`src/rtl/glyph_quad_text_layout_defines.svh`:
```
`ifndef GLYPH_QUAD_TEXT_LAYOUT_DEFINES_SVH
`define GLYPH_QUAD_TEXT_LAYOUT_DEFINES_SVH

// condition that must hold at every clock edge out of reset
`define GQTL_ASSERT_HOLDS(label, cond) \
  label: assert property (@(posedge clk) disable iff (!rst_n) (cond)) \
    else $error("gqtl: invariant violated");

// condition that must hold whenever the antecedent holds
`define GQTL_ASSERT_IMPLIES(label, ante, cons) \
  label: assert property (@(posedge clk) disable iff (!rst_n) (ante) |-> (cons)) \
    else $error("gqtl: implication violated");

`endif

```
`src/rtl/gqtl_pkg.sv`:
```
package gqtl_pkg;

  localparam int SLOT_COUNT = 96;
  localparam int SLOT_W = 7;
  localparam logic [7:0] FIRST_PRINTABLE = 8'h20;
  localparam logic [7:0] SLOT_OFFSET = 8'h1F;
  localparam logic [7:0] HIGH_BYTE = 8'h80;
  localparam logic [7:0] BLANK_BYTE = 8'h01;

  localparam int QUEUE_DEPTH_DEF = 4;
  localparam int IN_TDATA_W = 128;
  localparam int OUT_TDATA_W = 72;
  localparam int BEATS = 6;
  localparam int BEAT_W = 3;

  localparam logic [1:0] KIND_LOAD = 2'd0;
  localparam logic [1:0] KIND_CHAR = 2'd1;
  localparam logic [1:0] KIND_START = 2'd2;
  localparam logic [1:0] KIND_END = 2'd3;

  localparam logic RES_VERTEX = 1'b0;
  localparam logic RES_REPORT = 1'b1;

  typedef struct packed {
    logic signed [10:0] bx;
    logic signed [10:0] by;
    logic [7:0]         w;
    logic [7:0]         h;
    logic [7:0]         adv;
    logic [11:0]        ax;
    logic [11:0]        ay;
  } glyph_t;

  typedef struct packed {
    logic [1:0]         kind;
    logic               blank;
    glyph_t             g;
    logic signed [15:0] pen_x;
    logic signed [15:0] pen_y;
    logic [14:0]        clip;
  } op_t;

  function automatic logic [15:0] sat16(input logic signed [18:0] v);
    logic [15:0] r;
    if (v > 19'sd32767) r = 16'h7FFF;
    else if (v < -19'sd32768) r = 16'h8000;
    else r = v[15:0];
    return r;
  endfunction

  function automatic logic [11:0] sat12(input logic [12:0] v);
    return v[12] ? 12'hFFF : v[11:0];
  endfunction

  // {use right column, use bottom row} for each beat: corners 0,1,2 then 0,2,3
  function automatic logic [1:0] corner_sel(input logic [BEAT_W-1:0] beat);
    logic [1:0] s;
    case (beat)
      3'd0: s = 2'b00;
      3'd1: s = 2'b10;
      3'd2: s = 2'b11;
      3'd3: s = 2'b00;
      3'd4: s = 2'b11;
      3'd5: s = 2'b01;
      default: s = 2'b00;
    endcase
    return s;
  endfunction

endpackage

```
`src/rtl/gqtl_queue.sv`:
```
module gqtl_queue import gqtl_pkg::*; #(
  parameter int DEPTH = QUEUE_DEPTH_DEF,
  localparam int PTR_W = (DEPTH > 1) ? $clog2(DEPTH) : 1,
  localparam int CNT_W = $clog2(DEPTH + 1)
) (
  input  logic             clk,
  input  logic             rst_n,
  input  logic             push_valid,
  output logic             push_ready,
  input  op_t              push_op,
  output logic             pop_valid,
  input  logic             pop_ready,
  output op_t              pop_op,
  output logic [CNT_W-1:0] count
);

  op_t              slot_r [DEPTH];
  logic [PTR_W-1:0] wr_ptr_r, wr_ptr_nxt;
  logic [PTR_W-1:0] rd_ptr_r, rd_ptr_nxt;
  logic [CNT_W-1:0] count_r, count_nxt;
  logic             do_push, do_pop;

  assign push_ready = (count_r != CNT_W'(DEPTH));
  assign pop_valid = (count_r != '0);
  assign do_push = push_valid && push_ready;
  assign do_pop = pop_valid && pop_ready;
  assign pop_op = slot_r[rd_ptr_r];
  assign count = count_r;

  always_comb begin
    wr_ptr_nxt = wr_ptr_r;
    rd_ptr_nxt = rd_ptr_r;
    count_nxt = count_r;
    if (do_push) begin
      wr_ptr_nxt = (wr_ptr_r == PTR_W'(DEPTH - 1)) ? '0 : wr_ptr_r + 1'b1;
    end
    if (do_pop) begin
      rd_ptr_nxt = (rd_ptr_r == PTR_W'(DEPTH - 1)) ? '0 : rd_ptr_r + 1'b1;
    end
    if (do_push && !do_pop) begin
      count_nxt = count_r + 1'b1;
    end else if (do_pop && !do_push) begin
      count_nxt = count_r - 1'b1;
    end
  end

  always_ff @(posedge clk) begin
    if (!rst_n) begin
      wr_ptr_r <= '0;
      rd_ptr_r <= '0;
      count_r <= '0;
    end else begin
      wr_ptr_r <= wr_ptr_nxt;
      rd_ptr_r <= rd_ptr_nxt;
      count_r <= count_nxt;
    end
  end

  always_ff @(posedge clk) begin
    if (do_push) begin
      slot_r[wr_ptr_r] <= push_op;
    end
  end

endmodule

```
`config.mk`:
```
export PLATFORM = sky130hd
export DESIGN_NAME = gqtl_queue
export DESIGN_NICKNAME = d
export VERILOG_FILES = /design/src/rtl/glyph_quad_text_layout_defines.svh /design/src/rtl/gqtl_pkg.sv /design/src/rtl/gqtl_queue.sv
export SDC_FILE = /design/constraint.sdc
export NUM_CORES = 1
export LEC_CHECK = 0
export BUFFER_PORTS_ARGS = -buffer_cell sky130_fd_sc_hd__buf_2
export CORE_ASPECT_RATIO = 0.6
export CORE_MARGIN = 5
export CORE_UTILIZATION = 57
export CTS_CLUSTER_DIAMETER = 100
export DETAILED_ROUTE_END_ITERATION = 16
export GPL_TIMING_DRIVEN = 0
export PLACE_DENSITY = 0.79
export SKIP_LAST_GASP = 1
export SLEW_MARGIN = 20
export SYNTH_ARGS = -nofsm -noshare
export SYNTH_HDL_FRONTEND = slang
export SYNTH_SLANG_ARGS = --single-unit
```
`constraint.sdc`:
```
create_clock -name clk -period 3.4 [get_ports clk]
set_clock_uncertainty 0.2 [all_clocks]
set_input_delay 0.68 -clock clk [delete_from_list [all_inputs] [get_ports clk]]
set_output_delay 0.68 -clock clk [all_outputs]
set_load 0.005 [all_outputs]
```
==> impl_metrics.yaml <==
global_route:
  grt_use_total_pct: 20.0
  grt_start_max_net_pins: 50
  grt_pass1_wl_um: 53200
  grt_pass1_vias: 8675
  antenna_found_initial: 6
  overflow: 0
synthesis:
  yosysWarningCount: 0
  synth_common_cells: "edfxtp_1 (480), mux4_2 (120), buf_2 (12)"
  synth_most_common_cell: "edfxtp_1"
  synthCells: 677
  ys_seq_elements: 489
  synthTopCellsByArea: "edfxtp_1 (81%), mux4_2 (15%), dfxtp_1 (1.0%)"
  synth-seq-area-share_pct: 82.0
  synth_edf_count: 480
  yosysTopAreaCell: "edfxtp_1"
  synth_area_per_cell_um2: 26.3
  synth_flop_cell: "edfxtp_1"
  syn-num-nets: 808
  synth_top_area_share_pct: 81.0
  synth_area_um2: 17800
  synth_cell_type_count: 27
  synth-async-reset-ratio_pct: 0
floorplan:
  ios: 249
  die_x_um: 238
  start_util_pct: 57.5
  fp.coreArea_um2: 31000
  dieArea_um2: 35000
  row_count: 50
  die_y_um: 147
timing:
  setup_violations: 0
  post-route-period-util_pct: 90.2
  hold_viol: 0
  fmax_mhz: 326
  rsz0062_at_grt: "false"
  tns_ps: 0
  tightest_slew_ps: 629
  slew-limit-headroom_pct: 57.7
  fin_crit_ps: 3070
  whs_ps: 142
  drv_slew: 0
layout:
  design_area_um2: 21100
  stdcell_count: 1430
  layout-drive-gt1-share_pct: 46.0
  seqCellArea_um2: 14600
  num-fill-cells: 1891
  area_delta_synth_final_pct: 18.5
  nNetsFinal: 1109
  multi_input_area_um2: 3000
place:
  place_area_um2: 19800
  io_buffer_count: 248
  dp_hpwl_um: 22500
  globalplace.congestion: 0.703
  dp_cells: 1349
cts:
  cts_hold_buf: 0
  clk_pin_slew_ps: 70
  htreeDepth: 2
  clk-insertion-delay-late_ps: 550
  clock-sinks: 489
  numCtsBuffers: 43
  cts_tree: "done"
  cts_buffer_depth: 3
  cts_root_buf: "clkbuf_16"
worst_setup_path:
  criticalPathCategory: "register to primary output"
  cp_cell_sequence: "clkbuf_2 > buf_2 > mux4_2 > buf_2"
  cp.arrival_ps: 2190
  startpoint_type: "register"
  slowest_delay_ps: 410
  cp_common_cell: "buf_2"
  worst_path_max_delay_cell: "buf_2"
  cp_max_fo: 10
  end_kind: "primary output"
  worstPathRequired_ps: 2520
power_and_ir_drop:
  power_density_nw_per_um2: 720
  peakVddDrop_mv: 0.621
  total_leakage_power_nw: 7.09
drt:
  detail_route.wl_per_cell_um: 24.3
  viasPerCell: 5.69
  drt_first_iter_violations: 699
  drtAntennaViolNets: 0
  routed_wl_um: 34700
  drc: 0
  num_vias: 8134
  firstDrtPassIters: 5
outcome:
  outcome: "finished, final reports clean"
hold_path:
  hold_class: "primary input to register"
run:
  cap_violations: 0
==> power by group <==
group / switching [mW] / internal [mW] / leakage (nW)
Clock: 2.08 / 2.43 / 0.632
Sequential: 0.162 / 7.30 / 4.47
Combinational: 1.60 / 1.62 / 1.98
Total: 3.84 / 11.3 / 7.09
==> logic make-up after synthesis <==
logic type	share of synthesized area, %
flip-flops	82.0
multiplexers	15.3
buffers and inverters	1.22
AND/OR/NAND/NOR	0.661
adder cells (fa/ha/maj)	0.534
AO/OA/AOI/OAI	0.197
XOR/XNOR	0.0984
==> flip-flops by register name (all words and copies together), names as in the netlist, named ones only <==
signal and cells:
count 3, rd_ptr_r 2, slot_r 480, wr_ptr_r 2
==> cell usage in the layout (no fill, tap or decap), types with 3 or more instances in the layout <==
cell	n
edfxtp_1	480
buf_2	260
mux4_2	120
clkbuf_16	43
clkbuf_1	13
buf_6	11
clkinv_1	11
dfxtp_1	9
clkinv_2	7
buf_16	7
ha_1	6
nand2_1	5
and3_4	4
inv_1	3
o21ai_0	3
inv_6	3
==> routing by layer <==
| layer | vias to the layer above | GRT usage, % | part of all wire (%) |
|---|---|---|---|
| met5 | - | 0 | 0.10 |
| met4 | 8 | 3.53 | 1.3 |
| met3 | 50 | 5.08 | 7.8 |
| met2 | 281 | 32.4 | 50 |
| met1 | 4252 | 28.9 | 40 |
| li1 | 3543 | - | - |
==> cell type report <==
type	instances	share of cell area, %
repair buffers	256	6.90
well taps	416	2.47
multi-input cells	157	14.2
flip-flops and latches	489	69.2
clock inverters	26	0.837
clock buffers	53	5.28
diodes	2	0.0237
plain buffers	28	0.985
inverters	3	0.0534
==> path summary, 6_finish.rpt <==
path	from	end	slack [ps]	depth (start not counted)
setup / recovery	register	pop_op[83]	330	4
hold / removal	push_op[29]	slot_r[0][29]	140	1
setup reg to reg	count[0]	count[2]	700	7
hold reg to reg	wr_ptr_r[1]	wr_ptr_r[1]	310	2
==> what timing repair did <==
action,in CTS,in global routing
setup buffers,0,0
setup endpoints to repair,33,0
gates resized for setup,1,0
==> stage by stage <==
stage / power, mW / utilization (%) / setup WS (ps)
floorplan: 9.47 / - / 560
global placement: 10.7 / 63.2 / -582
detailed placement: 10.9 / 63.9 / 520
CTS: 15.4 / 68.1 / 254
global route: 15.9 / 68.1 / 219
finish: 15.2 / 68.1 / 334
==> critical path, delay by kind of cell (launching register included) <==
family	cells	cell delay (ps)
mux	1	360
buf+inv	3	900
flops	1	360
(Power assumes the default switching activity.)
