File: config.mk
export PLATFORM = sky130hd
export DESIGN_NAME = gqtl_back
export DESIGN_NICKNAME = d
export VERILOG_FILES = /design/src/rtl/glyph_quad_text_layout_defines.svh /design/src/rtl/gqtl_pkg.sv /design/src/rtl/gqtl_back.sv
export SDC_FILE = /design/constraint.sdc
export NUM_CORES = 1
export LEC_CHECK = 0
export BUFFER_PORTS_ARGS = -buffer_cell sky130_fd_sc_hd__buf_2
export CAP_MARGIN = 20
export CORE_UTILIZATION = 50
export CTS_BUF_LIST = sky130_fd_sc_hd__clkbuf_8 sky130_fd_sc_hd__clkbuf_16
export DETAILED_ROUTE_END_ITERATION = 6
export GPL_TIMING_DRIVEN = 0
export PLACE_DENSITY = 0.81
export SETUP_SLACK_MARGIN = 0.2
export SKIP_CTS_REPAIR_TIMING = 1
export SLEW_MARGIN = 10
export SYNTH_ARGS = -nofsm -noshare
export SYNTH_HDL_FRONTEND = slang
export SYNTH_SLANG_ARGS = --single-unit
export TNS_END_PERCENT = 20
File: constraint.sdc
create_clock -name clk -period 12.5 [get_ports clk]
set_input_delay 0 -clock clk [delete_from_list [all_inputs] [get_ports clk]]
set_output_delay 0 -clock clk [all_outputs]
set_load 0.05 [all_outputs]
File: src/rtl/glyph_quad_text_layout_defines.svh
`ifndef GLYPH_QUAD_TEXT_LAYOUT_DEFINES_SVH
`define GLYPH_QUAD_TEXT_LAYOUT_DEFINES_SVH

// condition that must hold at every clock edge out of reset
`define GQTL_ASSERT_HOLDS(label, cond) \
  label: assert property (@(posedge clk) disable iff (!rst_n) (cond)) \
    else $error("gqtl: invariant violated");

// condition that must hold whenever the antecedent holds
`define GQTL_ASSERT_IMPLIES(label, ante, cons) \
  label: assert property (@(posedge clk) disable iff (!rst_n) (ante) |-> (cons)) \
    else $error("gqtl: implication violated");

`endif

File: src/rtl/gqtl_pkg.sv
package gqtl_pkg;

  localparam int SLOT_COUNT = 96;
  localparam int SLOT_W = 7;
  localparam logic [7:0] FIRST_PRINTABLE = 8'h20;
  localparam logic [7:0] SLOT_OFFSET = 8'h1F;
  localparam logic [7:0] HIGH_BYTE = 8'h80;
  localparam logic [7:0] BLANK_BYTE = 8'h01;

  localparam int QUEUE_DEPTH_DEF = 4;
  localparam int IN_TDATA_W = 128;
  localparam int OUT_TDATA_W = 72;
  localparam int BEATS = 6;
  localparam int BEAT_W = 3;

  localparam logic [1:0] KIND_LOAD = 2'd0;
  localparam logic [1:0] KIND_CHAR = 2'd1;
  localparam logic [1:0] KIND_START = 2'd2;
  localparam logic [1:0] KIND_END = 2'd3;

  localparam logic RES_VERTEX = 1'b0;
  localparam logic RES_REPORT = 1'b1;

  typedef struct packed {
    logic signed [10:0] bx;
    logic signed [10:0] by;
    logic [7:0]         w;
    logic [7:0]         h;
    logic [7:0]         adv;
    logic [11:0]        ax;
    logic [11:0]        ay;
  } glyph_t;

  typedef struct packed {
    logic [1:0]         kind;
    logic               blank;
    glyph_t             g;
    logic signed [15:0] pen_x;
    logic signed [15:0] pen_y;
    logic [14:0]        clip;
  } op_t;

  function automatic logic [15:0] sat16(input logic signed [18:0] v);
    logic [15:0] r;
    if (v > 19'sd32767) r = 16'h7FFF;
    else if (v < -19'sd32768) r = 16'h8000;
    else r = v[15:0];
    return r;
  endfunction

  function automatic logic [11:0] sat12(input logic [12:0] v);
    return v[12] ? 12'hFFF : v[11:0];
  endfunction

  // {use right column, use bottom row} for each beat: corners 0,1,2 then 0,2,3
  function automatic logic [1:0] corner_sel(input logic [BEAT_W-1:0] beat);
    logic [1:0] s;
    case (beat)
      3'd0: s = 2'b00;
      3'd1: s = 2'b10;
      3'd2: s = 2'b11;
      3'd3: s = 2'b00;
      3'd4: s = 2'b11;
      3'd5: s = 2'b01;
      default: s = 2'b00;
    endcase
    return s;
  endfunction

endpackage

File: src/rtl/gqtl_back.sv
module gqtl_back import gqtl_pkg::*; (
  input  logic                   clk,
  input  logic                   rst_n,
  input  logic                   cfg_valid,
  output logic                   cfg_ready,
  input  logic [7:0]             cfg_data,
  input  logic                   op_valid,
  output logic                   op_ready,
  input  op_t                    op,
  output logic                   out_tvalid,
  input  logic                   out_tready,
  // vertex_x, vertex_y, tex_x, tex_y, drawn_width
  output logic [OUT_TDATA_W-1:0] out_tdata,
  // result_kind
  output logic                   out_tuser,
  output logic                   out_tlast
);

  logic [7:0]        fps_r;

  logic [15:0]       pen_x_r, pen_x_nxt;
  logic [15:0]       pen_y_r, pen_y_nxt;
  logic [15:0]       pen_start_r, pen_start_nxt;
  logic [14:0]       clip_r, clip_nxt;
  logic              clipped_r, clipped_nxt;

  logic              job_valid_r, job_valid_nxt;
  logic              job_rep_r, job_rep_nxt;
  logic [BEAT_W-1:0] beat_r, beat_nxt;
  logic [15:0]       x0_r, x0_nxt, x1_r, x1_nxt, y0_r, y0_nxt, y1_r, y1_nxt;
  logic [11:0]       u0_r, u0_nxt, u1_r, u1_nxt, v0_r, v0_nxt, v1_r, v1_nxt;
  logic [15:0]       dw_r, dw_nxt;

  logic              out_tvalid_r;
  logic [OUT_TDATA_W-1:0] out_tdata_r;
  logic              out_tuser_r, out_tlast_r;

  logic              out_load, job_done, pop;
  logic signed [16:0] next_x;
  logic signed [18:0] x0_raw, x1_raw, y0_raw, y1_raw;
  logic              clip_hit;
  logic [1:0]        sel;

  assign cfg_ready = 1'b1;

  // geometry of the glyph at the current pen
  assign next_x = {pen_x_r[15], pen_x_r} + {9'd0, op.g.adv};
  assign x0_raw = {{3{pen_x_r[15]}}, pen_x_r} + {{8{op.g.bx[10]}}, op.g.bx};
  assign x1_raw = x0_raw + {11'd0, op.g.w};
  assign y0_raw = {{3{pen_y_r[15]}}, pen_y_r} + {11'd0, fps_r} - {{8{op.g.by[10]}}, op.g.by};
  assign y1_raw = y0_raw + {11'd0, op.g.h};
  assign clip_hit = (clip_r != '0) && (next_x > $signed({2'b00, clip_r}));

  assign out_load = job_valid_r && (!out_tvalid_r || out_tready);
  assign job_done = out_load && (job_rep_r || beat_r == BEAT_W'(BEATS - 1));
  assign op_ready = !job_valid_r || job_done;
  assign pop = op_valid && op_ready;

  always_comb begin
    pen_x_nxt = pen_x_r;
    pen_y_nxt = pen_y_r;
    pen_start_nxt = pen_start_r;
    clip_nxt = clip_r;
    clipped_nxt = clipped_r;
    job_valid_nxt = job_done ? 1'b0 : job_valid_r;
    job_rep_nxt = job_rep_r;
    beat_nxt = out_load ? beat_r + 1'b1 : beat_r;
    x0_nxt = x0_r;
    x1_nxt = x1_r;
    y0_nxt = y0_r;
    y1_nxt = y1_r;
    u0_nxt = u0_r;
    u1_nxt = u1_r;
    v0_nxt = v0_r;
    v1_nxt = v1_r;
    dw_nxt = dw_r;
    if (pop) begin
      case (op.kind)
        KIND_START: begin
          pen_x_nxt = op.pen_x;
          pen_start_nxt = op.pen_x;
          pen_y_nxt = op.pen_y;
          clip_nxt = op.clip;
          clipped_nxt = 1'b0;
        end
        KIND_END: begin
          job_valid_nxt = 1'b1;
          job_rep_nxt = 1'b1;
          beat_nxt = '0;
          x0_nxt = pen_x_r;
          dw_nxt = pen_x_r - pen_start_r;
        end
        KIND_CHAR: begin
          if (!clipped_r) begin
            if (clip_hit) begin
              clipped_nxt = 1'b1;
            end else begin
              pen_x_nxt = sat16({{2{next_x[16]}}, next_x});
              if (!op.blank) begin
                job_valid_nxt = 1'b1;
                job_rep_nxt = 1'b0;
                beat_nxt = '0;
                x0_nxt = sat16(x0_raw);
                x1_nxt = sat16(x1_raw);
                y0_nxt = sat16(y0_raw);
                y1_nxt = sat16(y1_raw);
                u0_nxt = op.g.ax;
                v0_nxt = op.g.ay;
                u1_nxt = sat12({1'b0, op.g.ax} + {5'd0, op.g.w});
                v1_nxt = sat12({1'b0, op.g.ay} + {5'd0, op.g.h});
              end
            end
          end
        end
        default: begin
        end
      endcase
    end
  end

  always_ff @(posedge clk) begin
    if (!rst_n) begin
      fps_r <= '0;
      pen_x_r <= '0;
      pen_y_r <= '0;
      pen_start_r <= '0;
      clip_r <= '0;
      clipped_r <= 1'b0;
      job_valid_r <= 1'b0;
      job_rep_r <= 1'b0;
      beat_r <= '0;
      out_tvalid_r <= 1'b0;
    end else begin
      if (cfg_valid) begin
        fps_r <= cfg_data;
      end
      pen_x_r <= pen_x_nxt;
      pen_y_r <= pen_y_nxt;
      pen_start_r <= pen_start_nxt;
      clip_r <= clip_nxt;
      clipped_r <= clipped_nxt;
      job_valid_r <= job_valid_nxt;
      job_rep_r <= job_rep_nxt;
      beat_r <= beat_nxt;
      if (out_load) begin
        out_tvalid_r <= 1'b1;
      end else if (out_tready) begin
        out_tvalid_r <= 1'b0;
      end
    end
  end

  assign sel = corner_sel(beat_r);

  always_ff @(posedge clk) begin
    x0_r <= x0_nxt;
    x1_r <= x1_nxt;
    y0_r <= y0_nxt;
    y1_r <= y1_nxt;
    u0_r <= u0_nxt;
    u1_r <= u1_nxt;
    v0_r <= v0_nxt;
    v1_r <= v1_nxt;
    dw_r <= dw_nxt;
    if (out_load) begin
      if (job_rep_r) begin
        out_tdata_r <= {dw_r, 12'd0, 12'd0, 16'd0, x0_r};
        out_tuser_r <= RES_REPORT;
        out_tlast_r <= 1'b1;
      end else begin
        out_tdata_r <= {16'd0, sel[0] ? v1_r : v0_r, sel[1] ? u1_r : u0_r,
                        sel[0] ? y1_r : y0_r, sel[1] ? x1_r : x0_r};
        out_tuser_r <= RES_VERTEX;
        out_tlast_r <= (beat_r == BEAT_W'(BEATS - 1));
      end
    end
  end

  assign out_tvalid = out_tvalid_r;
  assign out_tdata = out_tdata_r;
  assign out_tuser = out_tuser_r;
  assign out_tlast = out_tlast_r;

endmodule

==> results.yml, run 1 <==
worst_setup_path:
  cp.arrival_ps: 6560
  cpPeakStageDelay_ps: 710
  critPathKind: "reg -> reg"
  crit_path_top_delay_cell: "nor2_4"
  cpMostUsedCell: "nor3b_1"
  path_depth: 19
  crit_fanout: 26
  crit_required_ps: 12770
  critical_path.top_delay_family: "simple AND/OR/NAND/NOR gates"
  cp_num_buf_inv: 4
  r2r_cells: 19
  crit_path_end_kind: "flop"
  cp_cell_sequence: "inv_1 -> fa_1 -> nor2b_1 -> o21ai_0 -> a21o_1 -> a31o_2 -> nor3b_1 -> xor2_1 -> ha_1 -> and4_1 -> nand3_1 -> or4_1 -> o31a_1 -> nor3b_1 -> o21bai_1 -> clkbuf_1 -> nor2_4 -> buf_12 -> buf_16"
  startpoint_type: "flop"
floorplanning:
  die_h_um: 183.3
  die_x_um: 183.3
  coreArea_um2: 32450
  start_util_pct: 50.62
  io_pins: 210
  row_count: 66
  die_area_um2: 33590
detailed_routing:
  drcViolationCount: 0
  antenna_left: 0
  wl_um: 44060
  drtIter0Drc: 1175
  dr_total_vias: 13530
  wl_per_cell_um: 18.09
  dr.pass1.iters: 6
  vias_per_cell: 5.554
synthesis:
  ys_warn_count: 0
  synth-seq-cells: 280
  postSynthAreaPerCell_um2: 10.01
  syn_nets: 1908
  ys.flop_type: "edfxtp_1"
  syn-instance-count: 1641
  ys_types: 84
  netlist_area_um2: 16430
  async_reset_ff_share_pct: 0
  synth_seq_area_share_pct: 46.43
  synth-edff-count: 202
global_route:
  grt_max_degree: 45
  grt_pass1_vias: 12520
  grtUsageMet1_pct: 31.43
  grt_pass1_wl_um: 65070
  grtUsageTotal_pct: 24.64
  met2_usage_pct: 42.80
  grt-ovfl-total: 0
  grt-busiest-layer: "met2"
  antenna_found_initial: 0
  use_met3_pct: 3.296
sta:
  clock.fmax_ghz: 0.1589
  tightest_slew_ps: 945.2
  whs_ps: -21.46
  rsz0062_at_grt: "false"
  hold_viol_final: 1
  fin_crit_sh_pct: 50.33
  setup_violations: 0
  tns_ps: 0
  clock-skew-final_ps: 18.04
  timing.slew.headroom_pct: 36.99
  slew_violations: 0
  min_period_ps: 6292
clock_tree:
  htree_levels: 1
  cts_tree: "done"
  clkTransAtPathRegs_ps: 60
  cts_buffers: 30
  clock_path_buffers: 3
  clock_latency_ps: 560
  cts.sinks: 280
  clockRootBuffer: "clkbuf_16"
place:
  hpwl_um: 32460
  numPlacedInstances: 2294
  io_buffers: 206
  place_congestion: 0.9437
outcome:
  status: "finished, violations left"
  failed_checks: "hold timing"
final_layout:
  finalNonFillerCells: 2436
  drive_gt1_share_pct: 17.20
  diodes: 0
  final_nets: 2237
  syn_to_final_growth_pct: 21.99
pwr:
  ir_drop_uv: 108.0
  power.leakage_nw: 8.096
  p_per_area_nw_per_um2: 137.0
min_path:
  holdPathStages: 5
  hp-class: "in -> reg"
run:
  cap_violations: 0
==> cell usage after synthesis (all sizes together) (6+ instances only) <==
cell	n	area (um2)
a2111oi	6	102.6
a211oi	7	62.56
a21boi	12	93.83
a21o	16	120.1
a21oi	148	744.5
a31oi	8	56.30
and2	22	137.6
and3	7	43.79
buf	18	102.6
clkbuf	49	183.9
dfxtp	78	1562
edfxtp	202	6066
fa	15	300.3
ha	119	1489
inv	133	499.2
maj3	15	150.1
mux2	29	326.6
mux2i	25	254.0
nand2	226	848.3
nand2b	21	131.4
nand3	32	165.2
nand4	13	81.33
nor2	80	300.3
nor2b	24	150.1
nor3	22	120.1
nor4	8	56.30
o211ai	17	127.6
o21a	14	105.1
o21ai	98	535.5
o21bai	7	52.55
o221ai	13	113.9
o311ai	9	78.83
o31ai	7	57.55
xnor2	53	464.2
xor2	26	227.7
==> cell families after synthesis <==
family,Yosys count,share of synthesized area (%)
compound gates,394,15.44
xor+xnor,79,4.212
fa+ha+maj,149,11.81
buf+inv,200,4.783
flops,280,46.43
mux,54,3.534
other cells,1,0.02283
simple gates,484,13.78
==> where the power goes <==
part / switching, mW / total [mW] / leakage (nW) / internal [mW]
clock: 0.370 / 0.931 / 0.540 / 0.560
sequential: 0.0268 / 1.10 / 2.49 / 1.07
combinational: 0.432 / 0.717 / 5.06 / 0.286
==> worst paths after layout <==
check | startpoint | to | slack (ps)
worst max-delay path | pen_x_r[1]$_SDFFE_PN0P_ | u1_r[4]$_SDFFCE_PP1P_ | 6210
worst min-delay path | op[119] | clipped_r$_SDFFE_PN0P_ | -20
worst max register to register | pen_x_r[1]$_SDFFE_PN0P_ | u1_r[4]$_SDFFCE_PP1P_ | 6210
worst min register to register | pen_start_r[7]$_SDFFE_PN0P_ | pen_start_r[7]$_SDFFE_PN0P_ | 460
==> sequential cells by signal, summed over array words and instances (netlist names), 3 cells and up <==
register     count
beat_r           3
u1_r            12
dw_r            16
fps_r            8
v1_r            12
v0_r            12
u0_r            12
pen_start_r     16
x0_r            16
y0_r            16
out_tdata       72
y1_r            16
pen_y_r         16
pen_x_r         16
clip_r          15
x1_r            16
==> layout make-up <==
class	count	area [um2]
Fill cell	2523	12410
Multi-Input combinational cell	1161	8026
Sequential cell	280	7627
Timing Repair Buffer	297	1994
Clock buffer	36	844.6
Tap cell	442	553.0
Inverter	133	499.2
Buffer	67	290.3
Clock inverter	20	205.2
==> cells in the final DEF, fill, tap and decap left out, types with 16 or more instances in the layout <==
| cell | netlist | routed |
|---|---|---|
| dlygate4sd3_1 | 0 | 86 |
| o21ai_0 | 71 | 70 |
| nor2b_1 | 24 | 24 |
| nand3_1 | 31 | 31 |
| clkbuf_16 | 0 | 31 |
| xor2_1 | 26 | 26 |
| ha_1 | 119 | 119 |
| nand2b_1 | 21 | 21 |
| nand2_1 | 226 | 226 |
| edfxtp_1 | 202 | 202 |
| dfxtp_1 | 78 | 78 |
| nor2_1 | 80 | 79 |
| xnor2_1 | 53 | 53 |
| mux2_2 | 29 | 29 |
| and2_1 | 22 | 22 |
| nor3_1 | 20 | 20 |
| mux2i_1 | 24 | 24 |
| inv_1 | 132 | 138 |
| buf_2 | 7 | 213 |
| a21oi_1 | 147 | 147 |
| o211ai_1 | 17 | 17 |
| a21o_1 | 16 | 16 |
| clkbuf_1 | 49 | 48 |
==> metrics by stage <==
step | total power [mW] | hold slack, ps | setup slack [ps] | cell area, um2 | util (%)
finish | 2.745 | -21.46 | 6208 | 20040 | 61.75
global placement | 1.774 | 197.7 | 1500 | 18010 | 55.50
floorplan | 1.614 | 98.87 | 4117 | 16430 | -
CTS | 2.721 | -385.2 | 6275 | 19180 | 59.10
global route | 2.858 | 7.260 | 5848 | 20040 | 61.75
detailed placement | 1.795 | 201.0 | 6324 | 18130 | 55.86
==> per-layer routing <==
layer	up-vias	wire length, um
li1	6524	-
met1	6412	18070
met2	501	21810
met3	93	2722
met4	0	1459
met5	-	0
==> tightest hold or removal path, stage by stage <==
cell and delay (ps):
buf_2 130, ha_1 150, nor4_1 60, nor2_1 90, nor3_1 50
Note: power is estimated with default switching activity, not from simulation.
==> run 2, diff against run 1 <==
- clock period: 12.5 -> 5.8 ns (I/O delays scaled with it)
==> run 2 against run 1 <==
Compared with the run above:
- the flow still finishes with violations (hold timing)
- critical path depth rose by 1
- first-iteration DRC count grew 2.2%
- combinational power up 120%
- global-route usage up 0.43 points
- final cell count is 0.33% higher
- cell area grew 0.64%
- routed wire length grew 0.63%
- non-clock buffer count rose by 6
- via count is 0.91% higher
- critical path type unchanged
- largest power group unchanged
==> results.yml, run 2 (synthesis gave the netlist of run 1 again) <==
detailed_routing:
  wl_um: 44340
  drcViolationCount: 0
  dr_total_vias: 13650
  antenna_left: 0
  drtIter0Drc: 1201
  wl_per_cell_um: 18.14
  dr.pass1.iters: 6
  vias_per_cell: 5.586
clock_tree:
  clock_latency_ps: 570
  clock_path_buffers: 3
  clkTransAtPathRegs_ps: 70
  htree_levels: 1
  cts.sinks: 280
  cts_buffers: 31
  cts_tree: "done"
  clockRootBuffer: "clkbuf_16"
sta:
  setup_violations: 0
  timing.slew.headroom_pct: 42.43
  slew_violations: 0
  whs_ps: -5.325
  clock-skew-final_ps: 23.00
  fin_crit_sh_pct: 93.03
  clock.fmax_ghz: 0.1853
  min_period_ps: 5396
  tns_ps: 0
  hold_viol_final: 2
  rsz0062_at_grt: "false"
  tightest_slew_ps: 863.6
outcome:
  status: "finished, violations left"
  failed_checks: "hold timing"
place:
  hpwl_um: 32320
  io_buffers: 206
  place_congestion: 0.9265
pwr:
  power.leakage_nw: 8.144
  p_per_area_nw_per_um2: 300.7
  p_int_mw: 4.253
  power_mw: 6.064
  clkPwrFrac_pct: 35.3
  comb_power_share_pct: 25.7
  p_switching_mw: 1.810
  ir_drop_uv: 371.8
  p_seq_share_pct: 39.0
  switching_share_pct: 29.86
final_layout:
  syn_to_final_growth_pct: 22.76
  final_common_cell: "nand2_1"
  layout_common_cells: "nand2_1, buf_2, edfxtp_1"
  diodes: 0
  largest_reg_flops: 72
  seq_area_um2: 7629
  final_nets: 2244
  drive_gt1_share_pct: 17.58
  final_util_pct: 62.14
  n_fill_cell: 2518
  multi_input_area_um2: 8036
worst_setup_path:
  critPathKind: "reg -> reg"
  startpoint_type: "flop"
  crit_fanout: 32
  rrSetupSlack_ps: 400
  crit_path_end_kind: "flop"
  cp.arrival_ps: 5660
  crit_required_ps: 6060
global_route:
  grt_pass1_wl_um: 65940
  antenna_found_initial: 0
  grt_pass1_vias: 12720
  grt_max_degree: 61
  grt-ovfl-total: 0
  grtUsageTotal_pct: 25.07
run:
  cap_violations: 0
floorplanning:
  row_count: 66
  io_pins: 210
  coreArea_um2: 32450
  die_x_um: 183.3
  start_util_pct: 50.62
  die_h_um: 183.3
  die_area_um2: 33590
min_path:
  hp-class: "in -> reg"
run 2: path summary, 6_finish.rpt:
check,start,end,cells past startpoint
worst max-delay path,pen_x_r[0]$_SDFFE_PN0P_,v0_r[1]$_DFFE_PP_,20
worst min-delay path,op[118],job_valid_r$_SDFF_PN0_,5
worst max register to register,pen_x_r[0]$_SDFFE_PN0P_,v0_r[1]$_DFFE_PP_,20
worst min register to register,pen_start_r[5]$_SDFFE_PN0P_,pen_start_r[5]$_SDFFE_PN0P_,2
run 2: final cells by class:
cell class                      count  share of cell area [%]
Buffer                             67                   1.439
Clock buffer                       31                   3.846
Clock inverter                     27                   1.681
Inverter                          133                   2.494
Multi-Input combinational cell   1161                   39.85
Sequential cell                   280                   37.82
Tap cell                          442                   2.742
Timing Repair Buffer              303                   10.12
run 2: worst max-delay path, cell delays in order, from the launching register on:
cell	delay [ps]
dfxtp_1	480
ha_1	240
inv_1	60
fa_1	400
nor2b_1	140
o21ai_0	120
a21o_1	230
a31o_2	280
nor3b_2	270
xor2_1	120
ha_1	310
and4_1	190
nand3_1	110
or4_1	550
o31a_1	170
o221ai_1	320
o21bai_1	150
clkbuf_1	280
nor2_4	210
buf_12	210
buf_12	220
run 2: power groups by stage:
| stage | clock, mW | combinational [mW] | sequential (mW) |
|---|---|---|---|
| 3_5_place_dp | 0 | 1.47 | 2.40 |
| 4_1_cts | 2.15 | 1.49 | 2.36 |
| 5_1_grt | 2.23 | 1.71 | 2.37 |
| 3_3_place_gp | 0 | 1.42 | 2.41 |
| 6_report | 2.14 | 1.56 | 2.36 |
| 2_1_floorplan | 0 | 1.00 | 2.48 |
run 2: per-layer routing:
| metal | GRT usage, % | share of wire (%) | up-vias |
|---|---|---|---|
| met5 | 0 | 0 | - |
| met4 | 8.633 | 3.3 | 0 |
| met3 | 4.011 | 6.4 | 104 |
| met2 | 43.73 | 49 | 562 |
| met1 | 31.48 | 41 | 6448 |
| li1 | - | - | 6539 |
run 2: metrics by stage:
stage / worst slack (ps) / cells / instance area, um2
floorplan: 241.8 / 1641 / 16450
global placement: -1129 / 2289 / 18030
detailed placement: 108.4 / 2294 / 18140
CTS: 93.49 / 2352 / 19250
global route: 212.7 / 2444 / 20170
finish: 404.0 / 2444 / 20170
